--- src/hw/rtl/pcmd_pkg.sv ---
`timescale 1ns / 1ps
`default_nettype none
// ----------------------------------------------------------------------------
// pcmd_pkg
// Shared types and constants of the pixel column min/max decimator.
// ----------------------------------------------------------------------------
package pcmd_pkg;

    localparam int COORD_W         = 16;
    localparam int QUEUE_DEPTH_DEF = 4;
    localparam int ADDR_W          = 3;
    localparam int DATA_W          = 32;

    localparam logic CMD_POINT = 1'b0;
    localparam logic CMD_BREAK = 1'b1;

    localparam logic REG_STAIRCASE = 1'b0;

    typedef logic signed [COORD_W-1:0] t_coord;

    // one flushed column group, ready for expansion into vertices
    typedef struct packed {
        logic [COORD_W-1:0]        x;
        logic [3:0][COORD_W-1:0]   ys;
        logic [1:0]                last_idx;
        logic [COORD_W-1:0]        prev_y;
        logic                      open;
        logic                      ends;
    } t_desc;

endpackage
`default_nettype wire

--- src/hw/rtl/pcmd_front.sv ---
`timescale 1ns / 1ps
`default_nettype none
// ----------------------------------------------------------------------------
// pcmd_front
// Accepts items, merges points of one column, and queues flushed groups.
// ----------------------------------------------------------------------------
module pcmd_front (
    input  wire                   i_clk,
    input  wire                   i_rst_n,
    input  wire                   i_valid,
    output logic                  o_ready,
    input  wire                   i_cmd,
    input  wire pcmd_pkg::t_coord i_column,
    input  wire pcmd_pkg::t_coord i_row,
    input  wire                   i_q_full,
    output logic                  o_push,
    output pcmd_pkg::t_desc       o_desc
);
    import pcmd_pkg::*;

    t_coord r_col, r_first, r_min, r_max, r_latest, r_prev_y;
    logic   r_nonempty, r_line_open;

    logic   accept, same_col, flush;
    logic [1:0] k;

    assign o_ready  = !i_q_full;
    assign accept   = i_valid && !i_q_full;
    assign same_col = r_nonempty && (r_col == i_column);
    assign flush    = accept && r_nonempty && ((i_cmd == CMD_BREAK) || !same_col);
    assign o_push   = flush;

    always_comb begin
        k = 2'd0;
        o_desc.ys = {4{r_first}};
        if (r_min != r_first) begin
            k = k + 2'd1;
            o_desc.ys[k] = r_min;
        end
        if (r_max != r_min) begin
            k = k + 2'd1;
            o_desc.ys[k] = r_max;
        end
        if (r_max != r_latest) begin
            k = k + 2'd1;
            o_desc.ys[k] = r_latest;
        end
        o_desc.x        = r_col;
        o_desc.last_idx = k;
        o_desc.prev_y   = r_prev_y;
        o_desc.open     = r_line_open;
        o_desc.ends     = (i_cmd == CMD_BREAK);
    end

    always_ff @(posedge i_clk) begin
        if (!i_rst_n) begin
            r_nonempty  <= 1'b0;
            r_line_open <= 1'b0;
            r_prev_y    <= '0;
        end else if (accept) begin
            if (flush) begin
                r_prev_y    <= r_latest;
                r_line_open <= 1'b1;
            end
            if (i_cmd == CMD_BREAK) begin
                r_nonempty  <= 1'b0;
                r_line_open <= 1'b0;
            end else begin
                r_nonempty <= 1'b1;
            end
        end
    end

    always_ff @(posedge i_clk) begin
        if (accept && (i_cmd == CMD_POINT)) begin
            if (same_col) begin
                r_latest <= i_row;
                if (i_row < r_min) begin
                    r_min <= i_row;
                end
                if (i_row > r_max) begin
                    r_max <= i_row;
                end
            end else begin
                r_col    <= i_column;
                r_first  <= i_row;
                r_min    <= i_row;
                r_max    <= i_row;
                r_latest <= i_row;
            end
        end
    end

endmodule
`default_nettype wire

--- src/hw/rtl/pcmd_queue.sv ---
`timescale 1ns / 1ps
`default_nettype none
// ----------------------------------------------------------------------------
// pcmd_queue
// Short FIFO of flushed groups between the front and back ends.
// ----------------------------------------------------------------------------
module pcmd_queue #(
    parameter int DEPTH = pcmd_pkg::QUEUE_DEPTH_DEF
) (
    input  wire                   i_clk,
    input  wire                   i_rst_n,
    input  wire                   i_push,
    input  wire pcmd_pkg::t_desc  i_desc,
    input  wire                   i_pop,
    output pcmd_pkg::t_desc       o_head,
    output logic                  o_full,
    output logic                  o_empty
);
    import pcmd_pkg::*;

    localparam int PW = $clog2(DEPTH);
    localparam int CW = $clog2(DEPTH + 1);

    t_desc          r_mem [DEPTH];
    logic [PW-1:0]  r_wr, r_rd;
    logic [CW-1:0]  r_cnt;
    logic           do_push, do_pop;

    assign o_full  = (r_cnt == CW'(DEPTH));
    assign o_empty = (r_cnt == '0);
    assign do_push = i_push && !o_full;
    assign do_pop  = i_pop && !o_empty;
    assign o_head  = r_mem[r_rd];

    always_ff @(posedge i_clk) begin
        if (!i_rst_n) begin
            r_wr  <= '0;
            r_rd  <= '0;
            r_cnt <= '0;
        end else begin
            if (do_push) begin
                r_wr <= (r_wr == PW'(DEPTH - 1)) ? '0 : r_wr + PW'(1);
            end
            if (do_pop) begin
                r_rd <= (r_rd == PW'(DEPTH - 1)) ? '0 : r_rd + PW'(1);
            end
            if (do_push && !do_pop) begin
                r_cnt <= r_cnt + CW'(1);
            end else if (do_pop && !do_push) begin
                r_cnt <= r_cnt - CW'(1);
            end
        end
    end

    always_ff @(posedge i_clk) begin
        if (do_push) begin
            r_mem[r_wr] <= i_desc;
        end
    end

endmodule
`default_nettype wire

--- src/hw/rtl/pcmd_back.sv ---
`timescale 1ns / 1ps
`default_nettype none
// ----------------------------------------------------------------------------
// pcmd_back
// Expands queued groups into vertices and step corners, one item a cycle while not stalled.
// ----------------------------------------------------------------------------
module pcmd_back (
    input  wire                   i_clk,
    input  wire                   i_rst_n,
    input  wire                   i_staircase,
    input  wire                   i_q_empty,
    input  wire pcmd_pkg::t_desc  i_desc,
    output logic                  o_pop,
    output logic                  o_valid,
    input  wire                   i_ready,
    output pcmd_pkg::t_coord      o_out_x,
    output pcmd_pkg::t_coord      o_out_y,
    output logic                  o_ends_line,
    output logic                  o_last
);
    import pcmd_pkg::*;

    logic [1:0] r_v;
    logic       r_c, r_fresh, r_valid;
    t_coord     r_x, r_y;
    logic       r_ends, r_last;

    logic       take, advance, corner, final_v;
    logic [1:0] v_prev;

    assign take    = !r_valid || i_ready;
    assign advance = take && !i_q_empty;
    assign corner  = r_fresh ? (i_staircase && i_desc.open) : r_c;
    assign final_v = (r_v == i_desc.last_idx);
    assign v_prev  = r_v - 2'd1;
    assign o_pop   = advance && !corner && final_v;

    always_ff @(posedge i_clk) begin
        if (!i_rst_n) begin
            r_valid <= 1'b0;
            r_v     <= '0;
            r_c     <= 1'b0;
            r_fresh <= 1'b1;
        end else begin
            if (take) begin
                r_valid <= !i_q_empty;
            end
            if (advance) begin
                if (corner) begin
                    r_c     <= 1'b0;
                    r_fresh <= 1'b0;
                end else if (final_v) begin
                    r_v     <= '0;
                    r_c     <= 1'b0;
                    r_fresh <= 1'b1;
                end else begin
                    r_v     <= r_v + 2'd1;
                    r_c     <= i_staircase;
                    r_fresh <= 1'b0;
                end
            end
        end
    end

    always_ff @(posedge i_clk) begin
        if (advance) begin
            r_x <= i_desc.x;
            if (corner) begin
                r_y    <= (r_v == 2'd0) ? i_desc.prev_y : i_desc.ys[v_prev];
                r_ends <= 1'b0;
                r_last <= 1'b0;
            end else begin
                r_y    <= i_desc.ys[r_v];
                r_ends <= final_v && i_desc.ends;
                r_last <= final_v;
            end
        end
    end

    assign o_valid     = r_valid;
    assign o_out_x     = r_x;
    assign o_out_y     = r_y;
    assign o_ends_line = r_ends;
    assign o_last      = r_last;

endmodule
`default_nettype wire

--- src/hw/rtl/pixel_column_minmax_decimator.sv ---
`timescale 1ns / 1ps
`default_nettype none
// ----------------------------------------------------------------------------
// pixel_column_minmax_decimator
// Reduces pixel-space plot points to polyline vertices per pixel column.
// ----------------------------------------------------------------------------
// The front end takes one item per cycle while its group queue has room; a
// point in the current column merges in that cycle and gives no result. A
// column change or a break queues the finished group, and the back end then
// emits its 1 to 4 vertices, plus in staircase mode one step corner before
// each vertex but the first of a line, at one result per cycle from its
// output register while the output is not stalled, so a group yields
// between 1 and 8 results. The queue holds QUEUE_DEPTH groups.
module pixel_column_minmax_decimator #(
    parameter int QUEUE_DEPTH = pcmd_pkg::QUEUE_DEPTH_DEF
) (
    input  wire                             i_clk,
    input  wire                             i_rst_n,
    input  wire                             psel,
    input  wire                             penable,
    input  wire                             pwrite,
    input  wire [pcmd_pkg::ADDR_W-1:0]      paddr,
    input  wire [pcmd_pkg::DATA_W-1:0]      pwdata,
    output logic [pcmd_pkg::DATA_W-1:0]     prdata,
    output logic                            pready,
    input  wire                             i_valid,
    output logic                            o_ready,
    input  wire                             i_cmd,
    input  wire pcmd_pkg::t_coord           i_column,
    input  wire pcmd_pkg::t_coord           i_row,
    output logic                            o_valid,
    input  wire                             i_ready,
    output pcmd_pkg::t_coord                o_out_x,
    output pcmd_pkg::t_coord                o_out_y,
    output logic                            o_ends_line,
    output logic                            o_last
);
    import pcmd_pkg::*;

    logic  r_staircase;
    logic  q_push, q_pop, q_full, q_empty;
    t_desc push_desc, head_desc;

    assign pready = 1'b1;
    assign prdata = (paddr[2] == REG_STAIRCASE) ? {{(DATA_W-1){1'b0}}, r_staircase} : '0;

    always_ff @(posedge i_clk) begin
        if (!i_rst_n) begin
            r_staircase <= 1'b0;
        end else if (psel && penable && pwrite && pready && (paddr[2] == REG_STAIRCASE)) begin
            r_staircase <= pwdata[0];
        end
    end

    pcmd_front u_front (
        .i_clk    (i_clk),
        .i_rst_n  (i_rst_n),
        .i_valid  (i_valid),
        .o_ready  (o_ready),
        .i_cmd    (i_cmd),
        .i_column (i_column),
        .i_row    (i_row),
        .i_q_full (q_full),
        .o_push   (q_push),
        .o_desc   (push_desc)
    );

    pcmd_queue #(
        .DEPTH (QUEUE_DEPTH)
    ) u_queue (
        .i_clk   (i_clk),
        .i_rst_n (i_rst_n),
        .i_push  (q_push),
        .i_desc  (push_desc),
        .i_pop   (q_pop),
        .o_head  (head_desc),
        .o_full  (q_full),
        .o_empty (q_empty)
    );

    pcmd_back u_back (
        .i_clk       (i_clk),
        .i_rst_n     (i_rst_n),
        .i_staircase (r_staircase),
        .i_q_empty   (q_empty),
        .i_desc      (head_desc),
        .o_pop       (q_pop),
        .o_valid     (o_valid),
        .i_ready     (i_ready),
        .o_out_x     (o_out_x),
        .o_out_y     (o_out_y),
        .o_ends_line (o_ends_line),
        .o_last      (o_last)
    );

    a_no_overflow: assert property (@(posedge i_clk) disable iff (!i_rst_n)
        !(q_push && q_full))
        else $error("group pushed into full queue");

    a_ends_is_last: assert property (@(posedge i_clk) disable iff (!i_rst_n)
        (o_valid && o_ends_line) |-> o_last)
        else $error("line end on a non-final item");

    a_pop_with_data: assert property (@(posedge i_clk) disable iff (!i_rst_n)
        q_pop |-> !q_empty)
        else $error("pop from empty queue");

endmodule
`default_nettype wire
--- config.mk ---
export PLATFORM = sky130hd
export DESIGN_NAME = pixel_column_minmax_decimator
export DESIGN_NICKNAME = d
export VERILOG_FILES = /design/src/hw/rtl/pcmd_pkg.sv /design/src/hw/rtl/pcmd_front.sv /design/src/hw/rtl/pcmd_queue.sv /design/src/hw/rtl/pcmd_back.sv /design/src/hw/rtl/pixel_column_minmax_decimator.sv
export SDC_FILE = /design/constraint.sdc
export NUM_CORES = 1
export LEC_CHECK = 0
export BUFFER_PORTS_ARGS = -buffer_cell sky130_fd_sc_hd__buf_4
export CORE_MARGIN = 2
export CORE_UTILIZATION = 55
export CTS_CLUSTER_DIAMETER = 200
export DETAILED_ROUTE_END_ITERATION = 8
export PLACE_DENSITY = 0.73
export SLEW_MARGIN = 0
export SYNTH_ARGS = -nofsm -noshare
export SYNTH_HDL_FRONTEND = slang
export SYNTH_SLANG_ARGS = --single-unit
--- constraint.sdc ---
create_clock -name i_clk -period 4.74 [get_ports i_clk]
set_input_delay 0.237 -clock i_clk [delete_from_list [all_inputs] [get_ports i_clk]]
set_output_delay 0.237 -clock i_clk [all_outputs]
set_load 0.005 [all_outputs]
==> results of run 1 <==
-- cells by family (layout without fill, tap and decap cells) --
family,count (synthesis),count (layout),synth area share (%)
DFF,547,547,69.1
and+or+nand+nor,195,195,4.02
adders and majority gates,43,43,2.34
buffers and inverters,139,295,2.94
AOI/OAI and AO/OA,153,153,3.81
xor gates and xnor gates,69,69,2.59
muxes,185,185,15.2
other,2,32,0.0322
-- metrics by stage --
step | std cells | utilization (%) | setup slack [ns] | total power [mW]
final | 2058 | 63.5 | 1.24 | 10.4
after detailed placement | 1923 | 58.6 | 1.33 | 6.44
after CTS | 2058 | 63.5 | 1.21 | 10.5
after global placement | 1923 | 58.6 | 1.37 | 6.42
after floorplan | 1363 | - | 0.613 | 6.13
after global routing | 2058 | 63.5 | 0.997 | 10.8
-- area by class of cell --
cell class,instances,area [sq um],area share [%]
Multi-Input combinational cell,677,6660,25.1
Inverter,45,169,0.636
Timing Repair Buffer,151,1270,4.80
Tap cell,539,674,2.54
Clock buffer,79,1480,5.59
Clock inverter,20,194,0.730
Sequential cell,547,16100,60.6
-- power breakdown --
group / internal [mW] / leakage, nW / switching [mW]
clock network: 2.33 / 0.822 / 1.73
registers: 5.45 / 4.91 / 0.104
logic: 0.361 / 3.12 / 0.451
total: 8.15 / 8.85 / 2.29
-- worst min-delay path, cell delays in order --
cell and delay [ns]:
buf_4 0.08, nand4b_1 0.11, mux2i_1 0.07, nor2b_1 0.09
-- worst paths after layout --
| kind | from | endpoint | slack [ns] | cells past startpoint |
|---|---|---|---|---|
| worst min register to register | u_front.r_prev_y[8] | u_queue.r_mem[1][10] | 0.49 | 0 |
| worst max register to register | u_front.r_max[0] | u_queue.r_mem[0][65] | 1.24 | 8 |
| worst max-delay path | u_front.r_max[0] | u_queue.r_mem[0][65] | 1.24 | 8 |
| worst min-delay path | paddr[2] | r_staircase | 0.04 | 4 |
-- routing by layer --
metal,global-route usage [%],vias up
li1,-,5458
met1,32.9,6302
met2,35.9,477
met3,5.28,70
met4,6.09,0
met5,0,-
-- synth_stat cells (3+ instances only) --
| master | count | area (sq um) |
|---|---|---|
| o211ai_1 | 17 | 128 |
| a21boi_0 | 3 | 22.5 |
| edfxtp_1 | 514 | 15400 |
| nor4_1 | 6 | 37.5 |
| nand3_1 | 21 | 105 |
| nand4_1 | 18 | 113 |
| xnor2_1 | 47 | 412 |
| mux4_2 | 132 | 2970 |
| inv_1 | 43 | 161 |
| xor2_1 | 22 | 193 |
| o21ai_0 | 84 | 420 |
| and2_1 | 8 | 50.1 |
| buf_1 | 4 | 15.0 |
| buf_4 | 35 | 263 |
| dfxtp_1 | 33 | 661 |
| buf_2 | 19 | 95.1 |
| clkbuf_1 | 35 | 131 |
| nor2_1 | 24 | 90.1 |
| nand2_1 | 94 | 353 |
| a21oi_1 | 27 | 135 |
| ha_1 | 42 | 526 |
| mux2_2 | 32 | 360 |
| mux2i_1 | 21 | 210 |
| a21o_1 | 10 | 75.1 |
| nor2b_1 | 9 | 56.3 |
-- repair_timing --
item	4_1_cts	5_1_grt
gates resized for setup	0	0
endpoints found under the hold margin	88	0
hold buffers	36	0
==> run_results.csv, run 1 <==
group,metric,value,unit
final_layout,largest_reg_flops,400,
synth,syn_area_per_cell,17.5,sq um
detailed_routing,first_iter_violations,1075,
final_layout,layout_commonest_cell,"edfxtp_1",
synth,yosysSeqAreaShare,69.1,%
floorplanning,initial_core_util,55.7,%
critical_path,start_kind,"flip-flop",
detailed_routing,drtAntennaViolNets,0,
critical_path,critPathMaxStageDelay,0.58,ns
final_layout,num-fill-cells,2880,
synth,synth-warning-count,0,
floorplanning,die_h,210,microns
cts,post_cts_buffers,0,
run_status,status,"complete, no violations",
global_routing,track_usage,22.9,%
run,drv_cap,0,
sta,finalMaxSlewViolations,0,
critical_path,worstPathArrival,3.79,ns
global_routing,antenna_found_initial,0,
critical_path,critPathMaxFanout,34,
synth,dominantRegCellSynth,"edfxtp_1",
cts,cts_inserted_buffers,53,
global_routing,grt_pass1_wl,75100,microns
sta,tns,0,ns
final_layout,fin_area,0.0266,sq mm
global_routing,grt_pass1_vias,12700,
power_and_ir_drop,peakVddDrop,0.256,mV
critical_path,critPathKind,"reg2reg",
floorplanning,die_area,0.0440,sq mm
detailed_routing,met3_length,4150,microns
synth,netlist_area,0.0233,sq mm
synth,syn_inst,1333,
global_routing,overflow,0,
detailed_routing,viasPerCell,5.98,
detailed_routing,met2RoutedLength,22900,microns
detailed_routing,drc,0,
critical_path,worstPathRequired,5.03,ns
detailed_routing,drt_wl_total,48700,microns
critical_path,crit_family,"simple AND/OR/NAND/NOR gates",
final_layout,layout.nets,1593,
sta,relSlewSlack,35.9,%
sta,fmax,0.286,GHz
cts,clk_latency,0.60,ns
synth,synth_edf_count,514,
cts,cts_buffer_depth,3,
synth,ys_types,48,
sta,post-route-period-util,73.8,%
cts,cts_tree,"done",
worst_hold_path,min_path_type,"in2reg",
cts,cts.sinks,547,
sta,rsz0062_at_grt,"false",
sta,fin_crit,3.50,ns
sta,setup_viol,0,
placement,numPortBuffers,78,
critical_path,crit_chain,"xnor2_1 > nand4_1 > nor4_4 > buf_4 > or2_1 > buf_4 > a21oi_1 > o21ai_0",
cts,cts_max_level,2,
final_layout,area_growth,14.0,%
cts,cts-root-buf,"clkbuf_16",
cts,clkSlewWorstSetupHoldPaths,0.06,ns
sta,clock-skew-final,0.0185,ns
detailed_routing,wl_met1,20600,microns
sta,tightest_slew,0.952,ns
detailed_routing,wl_per_cell,23.6,microns
final_layout,final_cell_mix,"edfxtp_1 (514), mux4_2 (132), buf_4 (111)",
detailed_routing,top_layer,"met4",
placement,place_area,0.0245,sq mm
synth,ys_ff_latch,547,
final_layout,final_layout_size_suffix_gt1_share,24.1,%
power_and_ir_drop,power_density,393,mW/mm^2
floorplanning,fp-row-count,75,
detailed_routing,vias,12300,
global_routing,grt_max_degree,49,
floorplanning,core,0.0419,sq mm
final_layout,regMostFlops,"u_queue.r_mem",
final_layout,antennaDiodeCount,0,
placement,place.gp.congestion,0.841,
floorplanning,dieWidth,210,microns
detailed_routing,drt_pass1_iterations,5,
sta,hold_viol,0,
critical_path,worst_setup_path_end_kind,"flip-flop",
synth,synthArstFlopShare,0,%
floorplanning,ios,144,
power_and_ir_drop,leakagePower,8.85,nW
critical_path,slowest_stage,"o21ai_0",
sta,holdWs,0.0386,ns
critical_path,cp_common_cell,"buf_4",
placement,hpwl,30300,microns
critical_path,critPathBufInv,2,
Note: power is estimated with default switching activity, not from simulation.
==> run 2: changes to the inputs <==
==> constraint.sdc (replaced) <==
create_clock -name i_clk -period 3.3 [get_ports i_clk]
set_input_delay 0.165 -clock i_clk [delete_from_list [all_inputs] [get_ports i_clk]]
set_output_delay 0.165 -clock i_clk [all_outputs]
set_load 0.005 [all_outputs]
==> run 2 against run 1 <==
Effect of this change:
- register-to-register slack got worse by 1.0 ns
- clock power rose by 51%
- global-route usage fell by 0.62 points
- non-clock buffer count rose by 17
- critical path depth did not move
- die area did not move
- first-iteration DRC count fell by 1.9%
- total power rose by 47%
- design area rose by 1.4%
- sequential cell count did not move
==> run_results.csv, run 2 (synthesis results as in run 1) <==
group,metric,value,unit
run_status,status,"complete, no violations",
global_routing,overflow,0,
cts,clk_latency,0.61,ns
floorplanning,die_area,0.0440,sq mm
run,drv_cap,0,
critical_path,worstPathArrival,3.40,ns
floorplanning,dieWidth,210,microns
worst_hold_path,min_path_type,"in2reg",
sta,setup_viol,0,
power_and_ir_drop,peakVddDrop,0.382,mV
final_layout,layout.nets,1612,
critical_path,critPathBufInv,2,
detailed_routing,drc,0,
global_routing,antenna_found_initial,1,
detailed_routing,drt_wl_total,48300,microns
sta,tightest_slew,0.983,ns
detailed_routing,drtAntennaViolNets,0,
detailed_routing,first_iter_violations,1055,
cts,cts-root-buf,"clkbuf_16",
sta,hold_viol,0,
floorplanning,core,0.0419,sq mm
detailed_routing,wl_per_cell,23.3,microns
final_layout,layout_commonest_cell,"edfxtp_1",
critical_path,worstPathRequired,3.61,ns
critical_path,critPathKind,"reg2reg",
final_layout,regMostFlops,"u_queue.r_mem",
critical_path,crit_family,"simple AND/OR/NAND/NOR gates",
critical_path,worst_setup_path_end_kind,"flip-flop",
cts,cts_buffer_depth,3,
global_routing,grt_max_degree,74,
detailed_routing,drt_pass1_iterations,5,
cts,post_cts_buffers,0,
global_routing,grt_pass1_vias,12200,
critical_path,critPathMaxFanout,34,
cts,cts_inserted_buffers,55,
global_routing,track_usage,22.3,%
cts,clkSlewWorstSetupHoldPaths,0.06,ns
cts,cts_max_level,2,
placement,place.gp.congestion,0.791,
placement,dp.cells,1938,
sta,rsz0062_at_grt,"false",
final_layout,final_layout_size_suffix_gt1_share,25.4,%
power_and_ir_drop,power_density,568,mW/mm^2
cts,cts.sinks,547,
final_layout,antennaDiodeCount,0,
final_layout,area_growth,15.6,%
critical_path,cp_common_cell,"buf_4",
floorplanning,die_h,210,microns
placement,hpwl,30800,microns
final_layout,largest_reg_flops,400,
sta,tns,0,ns
detailed_routing,viasPerCell,5.91,
sta,finalMaxSlewViolations,0,
sta,fin_crit,3.09,ns
final_layout,final_cell_mix,"edfxtp_1 (514), mux4_2 (132), buf_4 (115)",
floorplanning,fp-row-count,75,
floorplanning,initial_core_util,55.7,%
detailed_routing,vias,12300,
floorplanning,ios,144,
cts,cts_tree,"done",
sta,clock-skew-final,0.0235,ns
sta,post-route-period-util,93.6,%
critical_path,start_kind,"flip-flop",
sta,fmax,0.324,GHz
critical_path,critPathMaxStageDelay,0.57,ns
final_layout,fin_cells,2077,
critical_path,crit_chain,"xnor2_1 > nand4_1 > nor4_4 > buf_4 > or2_1 > buf_4 > a21oi_1 > o21ai_0",
critical_path,slowest_stage,"o21ai_0",
power_and_ir_drop,leakagePower,9.02,nW
global_routing,grt_pass1_wl,72800,microns
sta,relSlewSlack,33.8,%
placement,numPortBuffers,78,
==> run 2: changes by cell type in the layout (fill, tap and decap cells not counted), sizes merged <==
| cell | before | now |
|---|---|---|
| bufinv | 3 | 4 |
| dlygate4sd3 | 36 | 38 |
| clkinv | 15 | 18 |
| buf | 115 | 130 |
| clkbuf | 79 | 76 |
| inv | 47 | 45 |
| clkinvlp | 0 | 3 |
==> run 2: power breakdown <==
group | internal [mW] | switching [mW]
logic | 0.537 | 0.656
registers | 7.83 | 0.149
clock network | 3.58 | 2.54
total | 11.9 | 3.34
==> run 2: routing by layer <==
layer	vias up	wire length (microns)	share of wire, %	GRT usage (%)
li1	5499	-	-	-
met5	-	0	0	0
met4	0	875	1.8	5.67
met1	6248	20800	43	32.3
met2	460	23200	48	35.5
met3	59	3460	7.2	4.13
==> run 2: path summary, 6_finish.rpt <==
check	cells past startpoint	slack, ns	endpoint	startpoint
worst max register to register	8	0.21	u_queue.r_mem[0][66]	u_front.r_min[2]
worst min-delay path	2	0.29	u_front.r_col[7]	i_column[7]
worst max-delay path	8	0.21	u_queue.r_mem[0][66]	u_front.r_min[2]
worst min register to register	2	0.48	u_back.o_valid	u_back.o_valid
==> run 2: cell type report <==
type	instances	area, sq um
sequential	547	16100
inverter	45	169
multi-input combinational	677	6660
tap	539	674
fill	2837	14900
clock buffer	76	1550
clock inverter	25	244
timing repair buffer	168	1540
==> run 2: through the flow <==
step / hold slack (ns) / utilization, % / power [mW] / cell area [sq um] / setup WS [ns]
3_3_place_gp: 0.361 / 59.2 / 9.23 / 24800 / 0.339
4_1_cts: 0.269 / 64.4 / 15.4 / 26900 / 0.251
5_1_grt: 0.278 / 64.4 / 15.7 / 26900 / 0.0260
6_report: 0.293 / 64.4 / 15.3 / 26900 / 0.211
2_1_floorplan: 0.264 / - / 8.80 / 23400 / 0.270
3_5_place_dp: 0.361 / 59.2 / 9.27 / 24800 / 0.289
==> run 2: what timing repair did <==
action	in CTS	in global routing
setup endpoints to repair	0	4
hold buffers	38	0
resized for setup	0	1
endpoints found under the hold margin	89	0
